## src/rtl/sact_ram.sv

```systemverilog
// Generic single-clock RAM: one write port, one read port with registered read data
`timescale 1ns / 1ps

module sact_ram #(
    parameter int WIDTH = 8,
    parameter int DEPTH = 16
) (
    input  logic                                     i_clk,
    input  logic                                     i_we,
    input  logic [((DEPTH > 1) ? $clog2(DEPTH) : 1)-1:0] i_waddr,
    input  logic [WIDTH-1:0]                         i_wdata,
    input  logic                                     i_re,
    input  logic [((DEPTH > 1) ? $clog2(DEPTH) : 1)-1:0] i_raddr,
    output logic [WIDTH-1:0]                         o_rdata
);

    logic [WIDTH-1:0] r_mem [DEPTH];
    logic [WIDTH-1:0] r_rdata;

    // Write and registered read
    always_ff @(posedge i_clk) begin
        if (i_we) begin
            r_mem[i_waddr] <= i_wdata;
        end
        if (i_re) begin
            r_rdata <= r_mem[i_raddr];
        end
    end

    assign o_rdata = r_rdata;

endmodule

```

## config.mk

```make
export PLATFORM = sky130hd
export DESIGN_NAME = sact_ram
export DESIGN_NICKNAME = d
export VERILOG_FILES = /design/src/rtl/sact_ram.sv
export SDC_FILE = /design/constraint.sdc
export NUM_CORES = 1
export LEC_CHECK = 0
export BUFFER_PORTS_ARGS = -buffer_cell sky130_fd_sc_hd__buf_2
export CORE_ASPECT_RATIO = 1.4
export CORE_MARGIN = 4
export CORE_UTILIZATION = 67
export CTS_BUF_LIST = sky130_fd_sc_hd__clkbuf_4 sky130_fd_sc_hd__clkbuf_8
export DETAILED_ROUTE_END_ITERATION = 6
export GPL_ROUTABILITY_DRIVEN = 0
export GPL_TIMING_DRIVEN = 0
export PLACE_DENSITY = 0.86
export SLEW_MARGIN = 20
export SYNTH_ARGS = -nofsm -noshare
export SYNTH_HDL_FRONTEND = slang
export SYNTH_SLANG_ARGS = --single-unit
```

## constraint.sdc

```tcl
create_clock -name i_clk -period 3.32 [get_ports i_clk]
set_input_delay 0.332 -clock i_clk [delete_from_list [all_inputs] [get_ports i_clk]]
set_output_delay 0.332 -clock i_clk [all_outputs]
set_load 0.05 [all_outputs]
```

==> results of run 1 <==
layout make-up:
| type | instances | area (µm²) |
|---|---|---|
| flip-flops and latches | 136 | 4080 |
| well taps | 97 | 121 |
| clock buffers | 23 | 279 |
| fillers | 363 | 1650 |
| multi-input cells | 83 | 1080 |
| clock inverters | 7 | 31.3 |
| plain buffers | 10 | 86.3 |
| repair buffers | 25 | 125 |
logic make-up after synthesis:
group | count (synthesis) | synth area share [%]
buffers and inverters | 10 | 1.65
muxes | 32 | 14.8
AOI/OAI and AO/OA | 16 | 2.30
and+or+nand+nor | 35 | 3.14
DFF | 136 | 78.1
report_power, final:
part / internal [µW] / switching [µW]
Clock: 542 / 535
Sequential: 1930 / 8.47
Combinational: 74.9 / 133
Total: 2550 / 676
layout by cell type, fill, tap and decap left out, drive strengths merged:
master         count
edfxtp           136
nor2b              1
nand2b             2
and2b              1
clkdlybuf4s25      3
a22oi             16
clkinv             7
mux4              32
clkbuf            23
and2               1
buf               32
nand2              9
nor2              13
nand3              1
nor3               4
or3b               1
nand3b             2
worst paths after layout:
check / end / cells past startpoint
worst max-delay path: o_rdata[3] / 3
worst min-delay path: o_rdata[5] / 1
worst max register to register: o_rdata[3] / 3
worst min register to register: o_rdata[3] / 3
stage by stage:
step	instance area, µm²	utilization [%]	std cells	hold WS (ns)
after floorplan	5230	-	229	0.431
after global placement	5470	73.4	351	0.671
after detailed placement	5490	73.7	351	0.678
after CTS	5800	77.9	381	0.214
after global routing	5800	77.9	381	0.219
final	5800	77.9	381	0.239
critical path, stage by stage, from the launching register on:
cell	delay [ns]
edfxtp_1	0.37
mux4_1	0.58
a22oi_1	0.32
nand2_1	0.08
registers in the layout, summed over array words and instances (netlist names):
signal   flops
o_rdata      8
r_mem      128
synthesized netlist by cell type:
cell	count
a22oi_1	16
and2_1	1
and2b_1	1
buf_2	3
buf_4	1
buf_6	3
clkdlybuf4s25_2	3
edfxtp_1	136
mux4_1	14
mux4_2	18
nand2_1	9
nand2b_1	2
nand3_1	1
nand3b_1	2
nor2_1	13
nor2b_1	1
nor3_1	4
or3b_2	1
routing by layer:
| metal | vias up | GRT usage, % | part of all wire (%) |
|---|---|---|---|
| li1 | 1074 | - | - |
| met4 | 0 | 10.6 | 2.7 |
| met5 | - | 0 | 0 |
| met2 | 118 | 35.0 | 53 |
| met1 | 1243 | 31.3 | 38 |
| met3 | 17 | 6.82 | 6.8 |
==> impl.org, run 1 <==
** Clocking
- In this run, post-CTS repair resized a total of 0 instances.
- For this design, the sink count on the clock tree is 136.
- H-Tree Depth :: 4
- Maximum number of buffers from clock root to sink :: 2
- Clock transition at the registers of the reported paths :: 0.07 ns
- TritonCTS built the clock tree.
- The number of hold buffers added after CTS was 0.
- Worst-Skew Late Latency :: 0.43 ns
- Buffers added to address setup during post-CTS repair amount to 0.
- In this run, CTS created clock tree buffers numbering 17.
- CTS root buffer :: clkbuf_8

** Critical path
- Worst flop-to-flop path startpoint :: r_mem[1][3]
- Class of the most critical setup path :: flop to flop
- Worst setup SP type :: flop
- Worst Setup End Kind :: flop
- STA puts the critical path data arrival time at 1.78 ns.
- Worst reg-to-reg setup slack :: 1.72 ns
- Data on the critical path is required at its endpoint by 3.50 ns.
- Maximum fanout along the worst path :: 1
- Worst Setup SP :: r_mem[1][3]

** Final layout
- Synth-to-Final Area Change :: 11.0%
- Number of nets in the finished design :: 292
- Ratio of cells with drive above 1 in the final layout :: 29.9%
- Number of antenna diodes :: 0

** Logic synthesis
- After synthesis the cells add up to 5230 µm².
- In this run the biggest area consumer among cell types represents 78.1% of the synthesized area.
- Yosys cell types :: 18
- Synthesis handed over a netlist of 229 instances.
- Top cells by area in the synthesized netlist :: edfxtp_1 (78%), mux4_2 (7.8%), mux4_1 (7.0%)
- Biggest area consumer among synthesized cells :: edfxtp_1
- Dividing the synthesized area by the synthesized cell count gives 22.8 µm².
- Seq/Total Area, Yosys :: 78.1%
- During synthesis, Yosys emitted a total of 0 warnings.
- Flip-flop and latch count after synthesis :: 136
- Synthesized Nets :: 248

** STA
- Setup repair after global routing missed its margin :: false
- Derived from the worst setup path, the maximum achievable clock frequency is 0.626 GHz.
- Across all setup checks in the final design, the least slack found is 1.72 ns.
- Clock skew on the completed layout was measured at 0.00813 ns.
- Total count of max-transition violations in the final report :: 0
- The count of final hold-check violations was 0.
- At the pin with the least slew margin, the transition time is 0.783 ns.
- Dividing the final minimum period by the clock period gives 48.1%.
- In this run the tightest slew margin relative to its limit is 47.6%.
- Setup Total Neg Slack :: 0 ns
- Shortest clock period the worst path allows after layout :: 1.60 ns
- Number of setup violations in the final report :: 0

** Routing
- Wire length per cell after detailed routing :: 24.3 µm
- The first routing iteration left 247 violations.
- Routed vias/inst :: 6.44
- Total via count in the routed design :: 2452
- Number of remaining DRC errors :: 0
- Pre-antenna DRT Iters :: 5
- Post-route antenna net violation count :: 0
- For this block, the routed nets add up to 9.27 mm of wire.

** Global route
- Entering global routing, the biggest net connects 17 pins.
- Overall overflow remaining after global route :: 0
- The via count of the first global-routing pass was 2470.
- For this run, the total global-route usage over all layers was measured as 23.1%.
- The initial antenna violation count came to 0.
- The first global-routing pass estimated 14.4 mm of wire.

** Floorplanning
- From left edge to right edge, the die measures 82.7 µm.
- The floorplan step defined a die boundary enclosing 9300 µm².
- Initial Utilization :: 70.1%
- Num ports :: 27
- Die H :: 113 µm
- Row count :: 37
- Placeable core region :: 7450 µm²

** Placement
- Post-Place Worst Slack :: 1.31 ns
- IO Port Bufs :: 25
- Summed over all nets, the half-perimeter wirelength after detailed placement is 6.16 mm.

** Min path
- Hold/Removal Path Class :: input pin to flop
- The startpoint identified for the worst hold timing path is i_re.

** Flow run
- The tool flagged a number of max-cap violations equal to 0.

** Pwr
- Power density normalized to cell area :: 556 nW/µm²
- Static leakage :: 0.00193 µW
- The worst-case IR drop observed on VDD is 0.000427 V.
- Total chip power :: 3230 µW

** Outcome
- The run finished with clean final reports.
Power figures use the tool's default switching activity.
==> run 2: changes to the inputs <==
--- a/config.mk
+++ b/config.mk
@@ -8,12 +8,12 @@
 export BUFFER_PORTS_ARGS = -buffer_cell sky130_fd_sc_hd__buf_2
 export CORE_ASPECT_RATIO = 1.4
 export CORE_MARGIN = 4
-export CORE_UTILIZATION = 67
+export CORE_UTILIZATION = 57
 export CTS_BUF_LIST = sky130_fd_sc_hd__clkbuf_4 sky130_fd_sc_hd__clkbuf_8
 export DETAILED_ROUTE_END_ITERATION = 6
 export GPL_ROUTABILITY_DRIVEN = 0
 export GPL_TIMING_DRIVEN = 0
-export PLACE_DENSITY = 0.86
+export PLACE_DENSITY = 0.78
 export SLEW_MARGIN = 20
 export SYNTH_ARGS = -nofsm -noshare
 export SYNTH_HDL_FRONTEND = slang
==> constraint.sdc (replaced) <==
create_clock -name i_clk -period 1.35 [get_ports i_clk]
set_input_delay 0.135 -clock i_clk [delete_from_list [all_inputs] [get_ports i_clk]]
set_output_delay 0.135 -clock i_clk [all_outputs]
set_load 0.05 [all_outputs]
==> run 2 against run 1 <==
The run now ends with setup timing left. Cell count up 3.1%. Die area is 16% higher. Global-route usage down 3.8 points. Register-to-register slack worse by 1.8 ns. Via count fell by 3.3%. Combinational power rose to 2.6 times the previous value. Flip-flop and latch count stayed put. Largest cell class unchanged.
==> impl.org, run 2 (synthesis gave the netlist of run 1 again) <==
** Min path
- Hold/Removal Path Class :: input pin to flop

** Placement
- OpenSTA, run right after detailed placement, puts the worst setup slack at -0.463 ns.
- Including well taps, the total number of placed cells is 361.
- Detailed placement ended at an HPWL of 6.06 mm.
- In this run the tool buffered the top-level ports with 25 buffer cells.

** STA
- The worst pin sits at a relative slew slack of 46.1%.
- Total count of max-transition violations in the final report :: 0
- At the pin with the least slew margin, the transition time is 0.806 ns.
- Setup Total Neg Slack :: -0.373 ns
- Timing would allow up to 0.701 GHz.
- The worst path in the final design needs a cycle of 1.43 ns, including I/O delays and setup.
- Total count of hold-check failures in the final report :: 0
- Number of setup violations in the final report :: 7
- Setup repair after global routing could not meet its margin everywhere.
- Across the routed clock network, the largest skew measured is 0.00782 ns.
- Final worst path period share :: 106%
- In the post-route analysis, the smallest setup slack over all paths is -0.0770 ns.
- Worst hold margin :: 0.0400 ns

** Pwr
- Of the total power, the share spent switching nets is 21.2%.
- Combinational cell fraction of total power :: 6.8%
- Static leakage :: 0.00189 µW
- Clock network fraction of design power :: 34.2%
- Net Sw Power :: 1720 µW
- Int Power :: 6370 µW
- Sequential group share of total power :: 59.0%
- Summing internal, switching and leakage power gives 8090 µW.
- The worst-case IR drop observed on VDD is 0.000848 V.
- Dividing total power by cell area gives a power density of 1380 nW/µm².

** Critical path
- The signal on the critical path passes through mux4_2 > a22oi_2 > nand2_1.
- Worst setup SP type :: flop
- In this design, the stage delay of the slowest critical-path cell is 0.50 ns.
- Required time at the endpoint of the critical path :: 1.53 ns
- Maximum fanout along the worst path :: 1
- Cell type of the slowest stage on the worst timing path :: mux4_2
- Crit path buffers/inverters :: 0
- Crit path max-delay family :: multiplexers
- For the worst setup path, the data arrival time is 1.61 ns.
- Worst Setup End Kind :: flop
- By startpoint and endpoint, the worst setup path is classified as flop to flop.

** Final layout
- In the layout the commonest cells are edfxtp_1 (136), mux4_2 (31), buf_2 (28).
- After the last flow step, the layout net total stands at 292.
- The number of antenna diodes in the final layout is 0.
- The register with the most flip-flops in the layout has 128 of them.
- Relative to the synthesized area, the layout overhead comes to 12.5%.
- In the final layout, the share of cells above drive strength 1 is 38.5%.
- Post-route insts no fill :: 393
- Largest register by flop count :: r_mem
- Most frequent standard cell in the layout excluding fill and tap cells :: edfxtp_1

** Clocking
- In this run the clock root is driven by a clkbuf_8.
- Sink count of the clock tree :: 136
- After clock tree synthesis, the flow added hold-fix buffers numbering 0.
- No sink is reached through more buffers than the 2 on the longest clock path.
- CTS tree :: yes
- Clock transition at the registers of the reported paths :: 0.07 ns
- Number of buffers created by CTS :: 17
- H-Tree Depth :: 4
- At the later pin of the worst-skew pair, clock insertion delay measures 0.43 ns.

** Flow run
- Across the run, the number of max-cap violations was 0.

** Routing
- Post-route antenna net violation count :: 0
- Number of remaining DRC errors :: 0
- The routed layout has 2372 vias.
- Wire length per cell after detailed routing :: 23.2 µm
- Before antenna repair, the detailed router went through 4 iterations.
- Total Routed Length :: 9.11 mm
- In the routed layout, each cell is associated on average with a via count of 6.04.
- Violation count after the first detailed-route iteration :: 253

** Floorplanning
- From left edge to right edge, the die measures 88.9 µm.
- After floorplanning, the core was divided into 41 placement rows.
- The die covers 10800 µm².
- Once the floorplan was initialized, standard cells occupied 58.2% of the core.
- The core region is 8980 µm².
- The die is 121 µm tall.
- 27 I/O pins were placed.

** Outcome
- Violations in the final reports :: setup timing
- Result of the run :: finished with violations

** Global route
- After global routing the overflow that remains totals 0.
- Via count of the first global-routing pass :: 2529
- Across every metal layer, demand over resource in global routing totals 19.3%.
- Entering global routing, the biggest net connects 17 pins.
- The initial antenna violation count was 0.
- The first global-routing pass estimated 14.1 mm of wire.
run 2: worst register-to-register path: stages (launching register included):
cell and delay, ns:
edfxtp_1 0.39, mux4_2 0.50, a22oi_2 0.20, nand2_1 0.10
run 2: per-stage QoR:
| stage | utilization, % | instance area, µm² |
|---|---|---|
| finish | 65.5 | 5880 |
| global route | 65.5 | 5880 |
| CTS | 65.4 | 5870 |
| detailed placement | 61.3 | 5500 |
| global placement | 61.1 | 5490 |
| floorplan | - | 5230 |
run 2: final cells by class:
cell class / count / area [µm²]
Clock inverter: 14 / 90.1
Tap cell: 107 / 134
Multi-Input combinational cell: 83 / 1090
Buffer: 10 / 120
Clock buffer: 18 / 241
Timing Repair Buffer: 25 / 125
Sequential cell: 136 / 4080
Fill cell: 578 / 3100
run 2: layer usage:
layer,wire [µm],vias to the layer above,track usage [%]
met5,0,-,0
met4,226,0,9.12
met3,475,15,5.64
met2,4730,74,29.2
met1,3670,1226,25.9
li1,-,1057,-
run 2: final timing paths:
kind | slack (ns) | endpoint | start | cells past startpoint
setup / recovery | -0.08 | o_rdata[5] | r_mem[3][5] | 3
hold / removal | 0.04 | o_rdata[1] | i_re | 1
setup reg to reg | -0.08 | o_rdata[5] | r_mem[3][5] | 3
hold reg to reg | 0.77 | o_rdata[4] | r_mem[11][4] | 3
run 2: power groups by stage:
stage / registers, µW / logic (µW) / clock network, µW
5_1_grt: 4780 / 588 / 3000
3_3_place_gp: 4860 / 513 / 0
4_1_cts: 4780 / 549 / 2800
2_1_floorplan: 4940 / 260 / 0
3_5_place_dp: 4870 / 531 / 0
6_report: 4780 / 550 / 2760
run 2: repair_timing:
action / CTS / global route
gates resized for setup: 10 / 6
setup buffers: 0 / 0
pin swaps: 5 / 4
endpoints found under the setup margin: 8 / 32
