**config.mk**
```make
export PLATFORM = sky130hd
export DESIGN_NAME = sact_row_update
export DESIGN_NICKNAME = d
export VERILOG_FILES = /design/src/rtl/sact_pkg.sv /design/src/rtl/sact_row_update.sv
export SDC_FILE = /design/constraint.sdc
export NUM_CORES = 1
export LEC_CHECK = 0
export BUFFER_PORTS_ARGS = -buffer_cell sky130_fd_sc_hd__buf_2
export CORE_AREA = 2 2 121 123
export DETAILED_ROUTE_END_ITERATION = 6
export DIE_AREA = 0 0 123 125
export PLACE_DENSITY_LB_ADDON = 0.08
export REMOVE_ABC_BUFFERS = 1
export SYNTH_ARGS = -nofsm -noshare
export SYNTH_HDL_FRONTEND = slang
export SYNTH_SLANG_ARGS = --single-unit
```
**constraint.sdc**
```tcl
create_clock -name vclk -period 3.7
set_input_delay 0.185 -clock vclk [all_inputs]
set_output_delay 0.185 -clock vclk [all_outputs]
set_load 0.02 [all_outputs]
```
**src/rtl/sact_pkg.sv**
```systemverilog
// Package: geometry constants, request/response/row types and address helpers for the tag store
`timescale 1ns / 1ps

package sact_pkg;

    // Cache geometry
    localparam int NUM_SETS    = 128;
    localparam int NUM_WAYS    = 8;
    localparam int TAG_BITS    = 13;
    localparam int OFFSET_BITS = 5;

    // Derived widths
    localparam int ADDR_W    = 25;
    localparam int SET_BITS  = (NUM_SETS > 1) ? $clog2(NUM_SETS) : 1;
    localparam int WAY_BITS  = (NUM_WAYS > 1) ? $clog2(NUM_WAYS) : 1;
    localparam int FILL_BITS = $clog2(NUM_WAYS + 1);
    localparam int TAG_LSB   = OFFSET_BITS + SET_BITS;
    localparam int WIDE_W    = ADDR_W + TAG_BITS;

    // Request commands
    typedef enum logic [1:0] {
        CMD_LOOKUP = 2'd0,
        CMD_FILL   = 2'd1,
        CMD_DIRTY  = 2'd2,
        CMD_INVAL  = 2'd3
    } t_cmd;

    typedef struct packed {
        t_cmd              command;
        logic [ADDR_W-1:0] phys_addr;
    } t_req;

    typedef struct packed {
        logic              hit;
        logic              victim_dirty;
        logic              upper_invalidate;
        logic [ADDR_W-1:0] upper_invalidate_addr;
    } t_rsp;

    // One way of a set
    typedef struct packed {
        logic                valid;
        logic                dirty;
        logic [TAG_BITS-1:0] tag;
    } t_way;

    // One set: all ways plus the replacement state
    typedef struct packed {
        t_way [NUM_WAYS-1:0]  ways;
        logic [FILL_BITS-1:0] fills;
        logic [WAY_BITS-1:0]  ptr;
    } t_row;

    localparam int ROW_W = $bits(t_row);

    // Set index, wrapped into range when NUM_SETS is not a power of two
    function automatic logic [SET_BITS-1:0] set_of(input logic [ADDR_W-1:0] addr);
        logic [SET_BITS-1:0] raw;
        raw = addr[OFFSET_BITS +: SET_BITS];
        if ({1'b0, raw} >= (SET_BITS + 1)'(NUM_SETS)) begin
            return raw - SET_BITS'(NUM_SETS);
        end
        return raw;
    endfunction

    // Tag field; bits past the address read as zero
    function automatic logic [TAG_BITS-1:0] tag_of(input logic [ADDR_W-1:0] addr);
        logic [WIDE_W-1:0] wide;
        wide = {{TAG_BITS{1'b0}}, addr};
        return wide[TAG_LSB +: TAG_BITS];
    endfunction

    // Line address rebuilt from tag and set, cut to the address width
    function automatic logic [ADDR_W-1:0] line_addr(input logic [TAG_BITS-1:0] tag,
                                                    input logic [SET_BITS-1:0] set);
        logic [WIDE_W-1:0] wide;
        wide = (WIDE_W'(tag) << TAG_LSB) | (WIDE_W'(set) << OFFSET_BITS);
        return wide[ADDR_W-1:0];
    endfunction

endpackage

```
**src/rtl/sact_row_update.sv**
```systemverilog
// Set row update: tag compare, way choice and the response for one request
`timescale 1ns / 1ps

module sact_row_update (
    input  sact_pkg::t_req i_req,
    input  sact_pkg::t_row i_row,
    output sact_pkg::t_row o_row,
    output sact_pkg::t_rsp o_rsp
);

    logic [sact_pkg::TAG_BITS-1:0] tag;
    logic [sact_pkg::SET_BITS-1:0] set;
    logic [sact_pkg::NUM_WAYS-1:0] match;
    logic [sact_pkg::NUM_WAYS-1:0] free;
    logic [sact_pkg::WAY_BITS-1:0] match_way;
    logic [sact_pkg::WAY_BITS-1:0] free_way;
    logic [sact_pkg::WAY_BITS-1:0] fill_way;
    logic                          hit;
    logic                          use_free;
    sact_pkg::t_way                victim;

    assign tag = sact_pkg::tag_of(i_req.phys_addr);
    assign set = sact_pkg::set_of(i_req.phys_addr);

    // Parallel compare and lowest-way priority encode
    always_comb begin
        match_way = '0;
        free_way  = '0;
        for (int w = sact_pkg::NUM_WAYS - 1; w >= 0; w--) begin
            match[w] = i_row.ways[w].valid && (i_row.ways[w].tag == tag);
            free[w]  = !i_row.ways[w].valid;
            if (match[w]) begin
                match_way = sact_pkg::WAY_BITS'(w);
            end
            if (free[w]) begin
                free_way = sact_pkg::WAY_BITS'(w);
            end
        end
    end

    assign hit      = |match;
    assign use_free = (i_row.fills < sact_pkg::FILL_BITS'(sact_pkg::NUM_WAYS)) && (|free);
    assign fill_way = use_free ? free_way : i_row.ptr;
    assign victim   = i_row.ways[i_row.ptr];

    // Command decode: new row contents and response
    always_comb begin
        o_row                       = i_row;
        o_rsp.hit                   = hit;
        o_rsp.victim_dirty          = 1'b0;
        o_rsp.upper_invalidate      = 1'b0;
        o_rsp.upper_invalidate_addr = '0;
        unique case (i_req.command)
            sact_pkg::CMD_LOOKUP: begin
            end
            sact_pkg::CMD_FILL: begin
                if (use_free) begin
                    o_row.fills = i_row.fills + 1'b1;
                end else begin
                    if (victim.valid) begin
                        o_rsp.victim_dirty          = victim.dirty;
                        o_rsp.upper_invalidate      = 1'b1;
                        o_rsp.upper_invalidate_addr = sact_pkg::line_addr(victim.tag, set);
                    end
                    o_row.ptr = (i_row.ptr == sact_pkg::WAY_BITS'(sact_pkg::NUM_WAYS - 1))
                                ? '0 : i_row.ptr + 1'b1;
                end
                o_row.ways[fill_way].valid = 1'b1;
                o_row.ways[fill_way].dirty = 1'b0;
                o_row.ways[fill_way].tag   = tag;
            end
            sact_pkg::CMD_DIRTY: begin
                if (hit) begin
                    o_row.ways[match_way].dirty = 1'b1;
                end
            end
            sact_pkg::CMD_INVAL: begin
                if (hit) begin
                    o_row.ways[match_way].valid = 1'b0;
                    o_rsp.upper_invalidate      = 1'b1;
                    o_rsp.upper_invalidate_addr = i_req.phys_addr;
                end
            end
            default: begin
            end
        endcase
    end

endmodule

```
==> results of run 1 <==
-- power by group through the flow --
stage / Sequential [W] / Combinational (W) / Clock, W
6_report: 0 / 0.000854 / 0
5_1_grt: 0 / 0.000908 / 0
4_1_cts: 0 / 0.000855 / 0
3_5_place_dp: 0 / 0.000852 / 0
3_3_place_gp: 0 / 0.000853 / 0
2_1_floorplan: 0 / 0.000469 / 0
-- critical path, stage by stage --
cell,delay (ns)
buf_2,0.36
xnor2_1,0.17
nand4_1,0.19
nor4_1,0.68
nor2_1,0.17
a31oi_2,0.32
buf_4,0.29
o2bb2ai_1,0.13
buf_2,0.22
-- metrics by stage --
stage	utilization	instances	hold WS, ns
5_1_grt	0.432	957	0.713
4_1_cts	0.432	957	0.693
3_5_place_dp	0.432	957	0.691
6_report	0.432	957	0.686
2_1_floorplan	-	453	0.498
3_3_place_gp	0.432	957	0.688
-- synth_stat cells (all sizes together), types with 7 or more instances --
cell,n
nor2,8
nand2,25
nor4,17
nand4,49
clkbuf,16
mux2i,14
o2bb2ai,14
buf,35
inv,7
a21boi,7
xnor2,105
mux4,30
mux2,109
-- kinds of logic after synthesis --
family                   share of synthesized area
AO/OA/AOI/OAI                               0.0899
buffers and inverters                       0.0872
adder cells (fa/ha/maj)                    0.00807
multiplexers                                 0.441
XOR/XNOR                                     0.200
AND/OR/NAND/NOR                              0.174
-- final cells by class --
type,instances,area share
repair buffers,320,0.266
multi-input cells,446,0.692
inverters,7,0.00429
well taps,184,0.0376
-- worst min-delay path by stage --
stage	to	slack, ns	depth (start not counted)
after floorplan	o_row[3]	0.50	1
after global placement	o_row[3]	0.69	3
after detailed placement	o_rsp[0]	0.69	3
after CTS	o_rsp[1]	0.69	3
after global routing	o_rsp[0]	0.71	3
final	o_row[5]	0.69	3
-- layer usage --
metal / up-vias / track usage
met5: - / 0
met2: 260 / 0.490
li1: 2482 / -
met4: 0 / 0.0328
met1: 2535 / 0.363
met3: 24 / 0.0210
-- cell usage in the layout, fill, tap and decap left out, types with 8 or more instances in the layout --
| master | Yosys | routed |
|---|---|---|
| nor4_1 | 16 | 16 |
| mux2_2 | 107 | 107 |
| o2bb2ai_1 | 14 | 14 |
| mux2i_1 | 14 | 14 |
| nand2_1 | 25 | 25 |
| mux4_2 | 29 | 29 |
| nor2_1 | 8 | 8 |
| buf_4 | 9 | 11 |
| buf_2 | 7 | 309 |
| xnor2_1 | 105 | 105 |
| nand4_1 | 49 | 49 |
==> flow_metrics.env, run 1 <==
export IMPL_outcome="finished clean"
export IMPL_crit_type="in -> out"
export IMPL_die_w_microns=123
export IMPL_power_w=0.000854
export IMPL_gp_congestion=0.877
export IMPL_finalCritPeriodShare=0.792
export IMPL_fmax_mhz=341
export IMPL_crit_start="i_req[24]"
export IMPL_drtAntennaViolNets=0
export IMPL_die_h_microns=125
export IMPL_first_pass_iters=5
export IMPL_core_sq_mm=0.0142
export IMPL_synth_top_area_frac=0.259
export IMPL_routed_wl_microns=22100
export IMPL_hpwl_microns=18900
export IMPL_via_count=5301
export IMPL_highest_layer="met4"
export IMPL_route_met2_wl_microns=10900
export IMPL_ir_drop_uv=91.0
export IMPL_p_switching_w=0.000499
export IMPL_num_rows=44
export IMPL_multiInputGateArea_sq_mm=0.00425
export IMPL_worstPathMaxFanout=17
export IMPL_finalNetCount=932
export IMPL_hold_viol_final=0
export IMPL_antenna_found_initial=0
export IMPL_ys_top_cells_by_area="mux2_2 (26%), xnor2_1 (20%), mux4_2 (14%)"
export IMPL_postCtsSetupBuffers=0
export IMPL_yosysSeqAreaShare=0
export IMPL_p_per_area_mw_per_mm2=139
export IMPL_critical_path_endpoint="o_rsp[22]"
export IMPL_grt_pass1_wl_microns=32100
export IMPL_syn_area_sq_mm=0.00465
export IMPL_placed_cell_area_sq_mm=0.00613
export IMPL_syn_avg_cell_area_sq_um=9.23
export IMPL_end_kind="output port"
export IMPL_num_antenna_cells=0
export IMPL_post_place_ws_ns=0.784
export IMPL_setup_ws_ns=0.771
export IMPL_io_pins=309
export IMPL_final_min_clock_period_ns=2.93
export IMPL_final_area_sq_mm=0.00613
export IMPL_startpoint_type="primary input"
export IMPL_final_clkbuf_count=0
export IMPL_slew_headroom=0.379
export IMPL_grt_usage=0.273
export IMPL_grt_pass1_vias=5369
export IMPL_dieArea_sq_mm=0.0154
export IMPL_start_util=0.327
export IMPL_tightest_slew_ns=0.929
export IMPL_slew_violations=0
export IMPL_ys_types=57
export IMPL_drive_above_1_share=0.616
export IMPL_fill_cells=1517
export IMPL_routed_wl_met3_microns=1530
export IMPL_first_iter_violations=230
export IMPL_wl_per_cell_microns=23.1
export IMPL_power_leakage_nw=2.62
export IMPL_route_detailed_drc=0
export IMPL_hp_class="in -> out"
export IMPL_area_growth_pct=31.8
export IMPL_worst_ep_arrival_time_ns=2.74
export IMPL_p_int_w=0.000355
export IMPL_routed_via_density=5.54
export IMPL_synthCells=504
export IMPL_seq_area_sq_um=0
export IMPL_combPwrFrac=1.000
export IMPL_yosys_area_top_type="mux2_2"
export IMPL_synth_warning_count=0
export IMPL_wl_met1_microns=9320
export IMPL_required_ns=3.51
export IMPL_rsz0062_at_grt="no"
export IMPL_overflow=0
export IMPL_clkPwrFrac=0
export IMPL_swShare=0.584
export IMPL_grt_max_degree=23
export IMPL_seq_cell_count=0
export IMPL_p_seq_frac=0
export IMPL_post_cts_resized=0
export IMPL_setup_tns_ns=0
export IMPL_drv_cap=0
export IMPL_setup_viol=0
export IMPL_portBuffers=309
export IMPL_cts_hold_buffers=0
export IMPL_min_from="i_row[5]"
Power figures use the tool's default switching activity.
==> inputs of run 2 (changes only) <==
==> constraint.sdc (replaced) <==
create_clock -name vclk -period 2.6
set_input_delay 0.13 -clock vclk [all_inputs]
set_output_delay 0.13 -clock vclk [all_outputs]
set_load 0.02 [all_outputs]
==> run 2 against run 1 <==
Combinational power increased by 51%; design area increased by 8.3%; die area unchanged; critical endpoint is now o_row[97]; largest power group unchanged.
==> flow_metrics.env, run 2 (synthesis results as in run 1) <==
export IMPL_slowest_delay_ns=0.59
export IMPL_slew_violations=0
export IMPL_via_count=5506
export IMPL_first_iter_violations=304
export IMPL_crit_type="in -> out"
export IMPL_fill_cells=1428
export IMPL_swShare=0.566
export IMPL_worst_ep_arrival_time_ns=2.35
export IMPL_area_growth_pct=42.7
export IMPL_crit_top_cell="buf_2"
export IMPL_power_w=0.00129
export IMPL_combPwrFrac=1.000
export IMPL_die_h_microns=125
export IMPL_setup_tns_ns=0
export IMPL_crit_start="i_row[126]"
export IMPL_wl_per_cell_microns=22.3
export IMPL_finalCritPeriodShare=0.955
export IMPL_seq_cell_count=0
export IMPL_grt_max_degree=22
export IMPL_grt_pass1_wl_microns=32800
export IMPL_drv_cap=0
export IMPL_ir_drop_uv=111
export IMPL_dieArea_sq_mm=0.0154
export IMPL_p_switching_w=0.000731
export IMPL_required_ns=2.47
export IMPL_final_clkbuf_count=0
export IMPL_final_min_clock_period_ns=2.48
export IMPL_finalNetCount=979
export IMPL_route_detailed_drc=0
export IMPL_crit_chain="buf_2 > and4_2 > a21o_4 > a311oi_1 > a21oi_2 > and3b_2 > mux2_2 > buf_2"
export IMPL_gp_congestion=0.920
export IMPL_p_seq_frac=0
export IMPL_routed_via_density=5.48
export IMPL_mostFrequentLayoutCells="buf_2 (309), mux2_2 (107), xnor2_1 (99)"
export IMPL_setup_viol=0
export IMPL_first_pass_iters=7
export IMPL_core_sq_mm=0.0142
export IMPL_fmax_mhz=403
export IMPL_cpLargestDelayFamily="simple AND/OR/NAND/NOR gates"
export IMPL_final_common_cell="buf_2"
export IMPL_power_leakage_nw=2.91
export IMPL_startpoint_type="primary input"
export IMPL_grt_pass1_vias=5414
export IMPL_min_from="i_req[0]"
export IMPL_antenna_found_initial=1
export IMPL_slowest_stage="and3b_2"
export IMPL_num_rows=44
export IMPL_outcome="finished clean"
export IMPL_p_int_w=0.000560
export IMPL_die_w_microns=123
export IMPL_hp_class="in -> out"
export IMPL_tightest_slew_ns=0.497
export IMPL_worstPathMaxFanout=15
export IMPL_timing_critical_path_buf_inv=2
export IMPL_grt_usage=0.278
export IMPL_routed_wl_microns=22400
export IMPL_p_per_area_mw_per_mm2=195
export IMPL_drive_above_1_share=0.649
export IMPL_portBuffers=309
export IMPL_hpwl_microns=19100
export IMPL_slew_headroom=0.664
export IMPL_start_util=0.327
export IMPL_io_pins=309
export IMPL_clkPwrFrac=0
export IMPL_rsz0062_at_grt="no"
export IMPL_drtAntennaViolNets=0
export IMPL_end_kind="output port"
export IMPL_overflow=0
export IMPL_hold_viol_final=0
export IMPL_seq_area_sq_um=0
-- run 2: changes by cell type in the layout (fill, tap and decap cells not counted), sizes merged --
cell and delta:
buf +47, diode +1
-- run 2: layout make-up --
class | count | area [sq um] | share of cell area
repair buffers | 367 | 2070 | 0.312
inverters | 7 | 26.3 | 0.00396
well taps | 184 | 230 | 0.0347
multi-input cells | 446 | 4310 | 0.649
diodes | 1 | 2.50 | 0.000377
-- run 2: repair_timing --
action | CTS | global route
hold buffers | 0 | 0
gates resized for setup | 0 | 9
setup endpoints to repair | 0 | 17
buffers inserted | 0 | 0
hold endpoints to repair | 0 | 0
-- run 2: final timing paths --
kind | slack [ns] | to | cells after the start
max | 0.12 | o_row[97] | 8
min | 0.58 | o_rsp[0] | 3
-- run 2: power by group through the flow --
| stage | combinational, W | clock [W] | sequential, W |
|---|---|---|---|
| 5_1_grt | 0.00137 | 0.0000000000515 | 0 |
| 3_3_place_gp | 0.00127 | 0 | 0 |
| 4_1_cts | 0.00128 | 0 | 0 |
| 2_1_floorplan | 0.000668 | 0 | 0 |
| 6_report | 0.00129 | 0.0000000000515 | 0 |
| 3_5_place_dp | 0.00127 | 0 | 0 |
-- run 2: routing by layer --
layer | vias up | routed length, microns | track usage
met5 | - | 0 | 0
met4 | 0 | 498 | 0.0588
met3 | 22 | 1220 | 0.0141
met2 | 257 | 10700 | 0.477
met1 | 2648 | 9940 | 0.384
li1 | 2579 | - | -
-- run 2: per-stage QoR --
step / hold WS [ns] / worst slack, ns / std cells / util / cell area (sq um)
5_1_grt: 0.588 / 0.00738 / 1005 / 0.467 / 6640
2_1_floorplan: 0.388 / 0.345 / 453 / - / 4270
4_1_cts: 0.583 / 0.0612 / 1004 / 0.463 / 6570
6_report: 0.581 / 0.118 / 1005 / 0.467 / 6640
3_5_place_dp: 0.580 / 0.0664 / 1004 / 0.463 / 6570
3_3_place_gp: 0.577 / -0.0446 / 1004 / 0.463 / 6570
==> inputs of run 3 (changes only) <==
==> constraint.sdc (replaced) <==
create_clock -name vclk -period 2.6
set_input_delay 0.13 -clock vclk [all_inputs]
set_output_delay 0.13 -clock vclk [all_outputs]
set_load 0.005 [all_outputs]
==> run 3 against run 2 <==
Global-route usage shrank 0.32 points; critical endpoint is now o_row[96]; die area is the same; largest power group unchanged; clock-buffer cell count is the same; fmax shrank 0.42%; critical path type unchanged; design area shrank 2.0%; utilization shrank 0.94 points; highest routed layer unchanged; total power shrank 14%; non-clock buffer count shrank 11; combinational power shrank 14%.
==> flow_metrics.env, run 3 (synthesis results as in run 1) <==
export IMPL_overflow=0
export IMPL_first_pass_iters=4
export IMPL_grt_usage=0.275
export IMPL_grt_pass1_wl_microns=32200
export IMPL_hold_viol_final=0
export IMPL_num_rows=44
export IMPL_final_area_sq_mm=0.00650
export IMPL_setup_tns_ns=0
export IMPL_seq_cell_count=0
export IMPL_setup_viol=0
export IMPL_critical_path_endpoint="o_row[96]"
export IMPL_mostFrequentLayoutCells="buf_2 (309), mux2_2 (107), xnor2_1 (101)"
export IMPL_seq_area_sq_um=0
export IMPL_outcome="finished clean"
export IMPL_hp_class="in -> out"
export IMPL_dieArea_sq_mm=0.0154
export IMPL_power_leakage_nw=2.84
export IMPL_final_min_clock_period_ns=2.49
export IMPL_fmax_mhz=401
export IMPL_required_ns=2.47
export IMPL_routed_via_density=5.50
export IMPL_placed_cell_area_sq_mm=0.00646
export IMPL_startpoint_type="primary input"
export IMPL_hpwl_microns=19200
export IMPL_power_w=0.00111
export IMPL_routed_wl_microns=22400
export IMPL_min_delay_path_depth=3
export IMPL_die_w_microns=123
export IMPL_final_common_cell="buf_2"
export IMPL_via_count=5462
export IMPL_first_iter_violations=255
export IMPL_grt_pass1_vias=5360
export IMPL_min_from="i_req[3]"
export IMPL_final_clkbuf_count=0
export IMPL_antenna_found_initial=0
export IMPL_core_sq_mm=0.0142
export IMPL_io_pins=309
export IMPL_start_util=0.327
export IMPL_cts_hold_buffers=0
export IMPL_worst_ep_arrival_time_ns=2.36
export IMPL_grt_max_degree=20
export IMPL_crit_start="i_req[17]"
export IMPL_p_per_area_mw_per_mm2=170
export IMPL_wl_per_cell_microns=22.6
export IMPL_finalCritPeriodShare=0.959
export IMPL_drive_above_1_share=0.640
export IMPL_area_growth_pct=39.8
export IMPL_end_kind="output port"
export IMPL_route_detailed_drc=0
export IMPL_portBuffers=309
export IMPL_tightest_slew_ns=0.759
export IMPL_finalNetCount=968
export IMPL_die_h_microns=125
export IMPL_rsz0062_at_grt="no"
export IMPL_ir_drop_uv=83.7
export IMPL_gp_congestion=0.919
export IMPL_num_antenna_cells=0
export IMPL_fill_cells=1425
export IMPL_drtAntennaViolNets=0
export IMPL_worstPathMaxFanout=8
export IMPL_drv_cap=0
export IMPL_slew_headroom=0.489
export IMPL_crit_type="in -> out"
export IMPL_slew_violations=0
[run 3: per-stage QoR]
step                      hold slack (ns)  utilization  cells  setup WS [ns]
final                               0.529        0.458    993          0.107
after global routing                0.543        0.458    993        0.00358
after CTS                           0.532        0.456    993         0.0818
after detailed placement            0.528        0.455    993         0.0112
after global placement              0.531        0.455    993        0.00380
after floorplan                     0.315            -    453          0.396
[run 3: worst max-delay path, stage by stage]
cell	delay, ns
buf_2	0.16
xnor2_1	0.34
nand4_1	0.20
or4_4	0.58
or3_1	0.43
o211a_1	0.19
o22a_1	0.20
buf_2	0.13
[run 3: worst min path at each step]
| stage | endpoint | slack, ns |
|---|---|---|
| floorplan | o_row[3] | 0.32 |
| global placement | o_rsp[0] | 0.53 |
| detailed placement | o_rsp[1] | 0.53 |
| CTS | o_rsp[1] | 0.53 |
| global route | o_rsp[0] | 0.54 |
| finish | o_rsp[3] | 0.53 |
[run 3: report_power, final]
group | internal, W | switching (W)
sequential | 0 | 0
clock | 0 | 0
combinational | 0.000534 | 0.000573
total | 0.000534 | 0.000573
[run 3: routing by layer]
metal  wire length [microns]  global-route usage  part of all wire  vias to the layer above
met4                     289              0.0341             0.013                        0
li1                        -                   -                 -                     2557
met2                   11000               0.483              0.49                      242
met3                    1230              0.0164             0.055                       12
met1                    9950               0.378              0.44                     2651
met5                       0                   0                 0                        -
[run 3: what timing repair did]
item,CTS,global route
gates resized for setup,1,5
cloned,0,0
setup buffers,0,0
endpoints found under the setup margin,1,6
[run 3: cell type report]
| type | instances | area [sq um] | share of cell area |
|---|---|---|---|
| Multi-Input combinational cell | 446 | 4290 | 0.659 |
| Inverter | 7 | 26.3 | 0.00404 |
| Tap cell | 184 | 230 | 0.0354 |
| Timing Repair Buffer | 356 | 1960 | 0.302 |
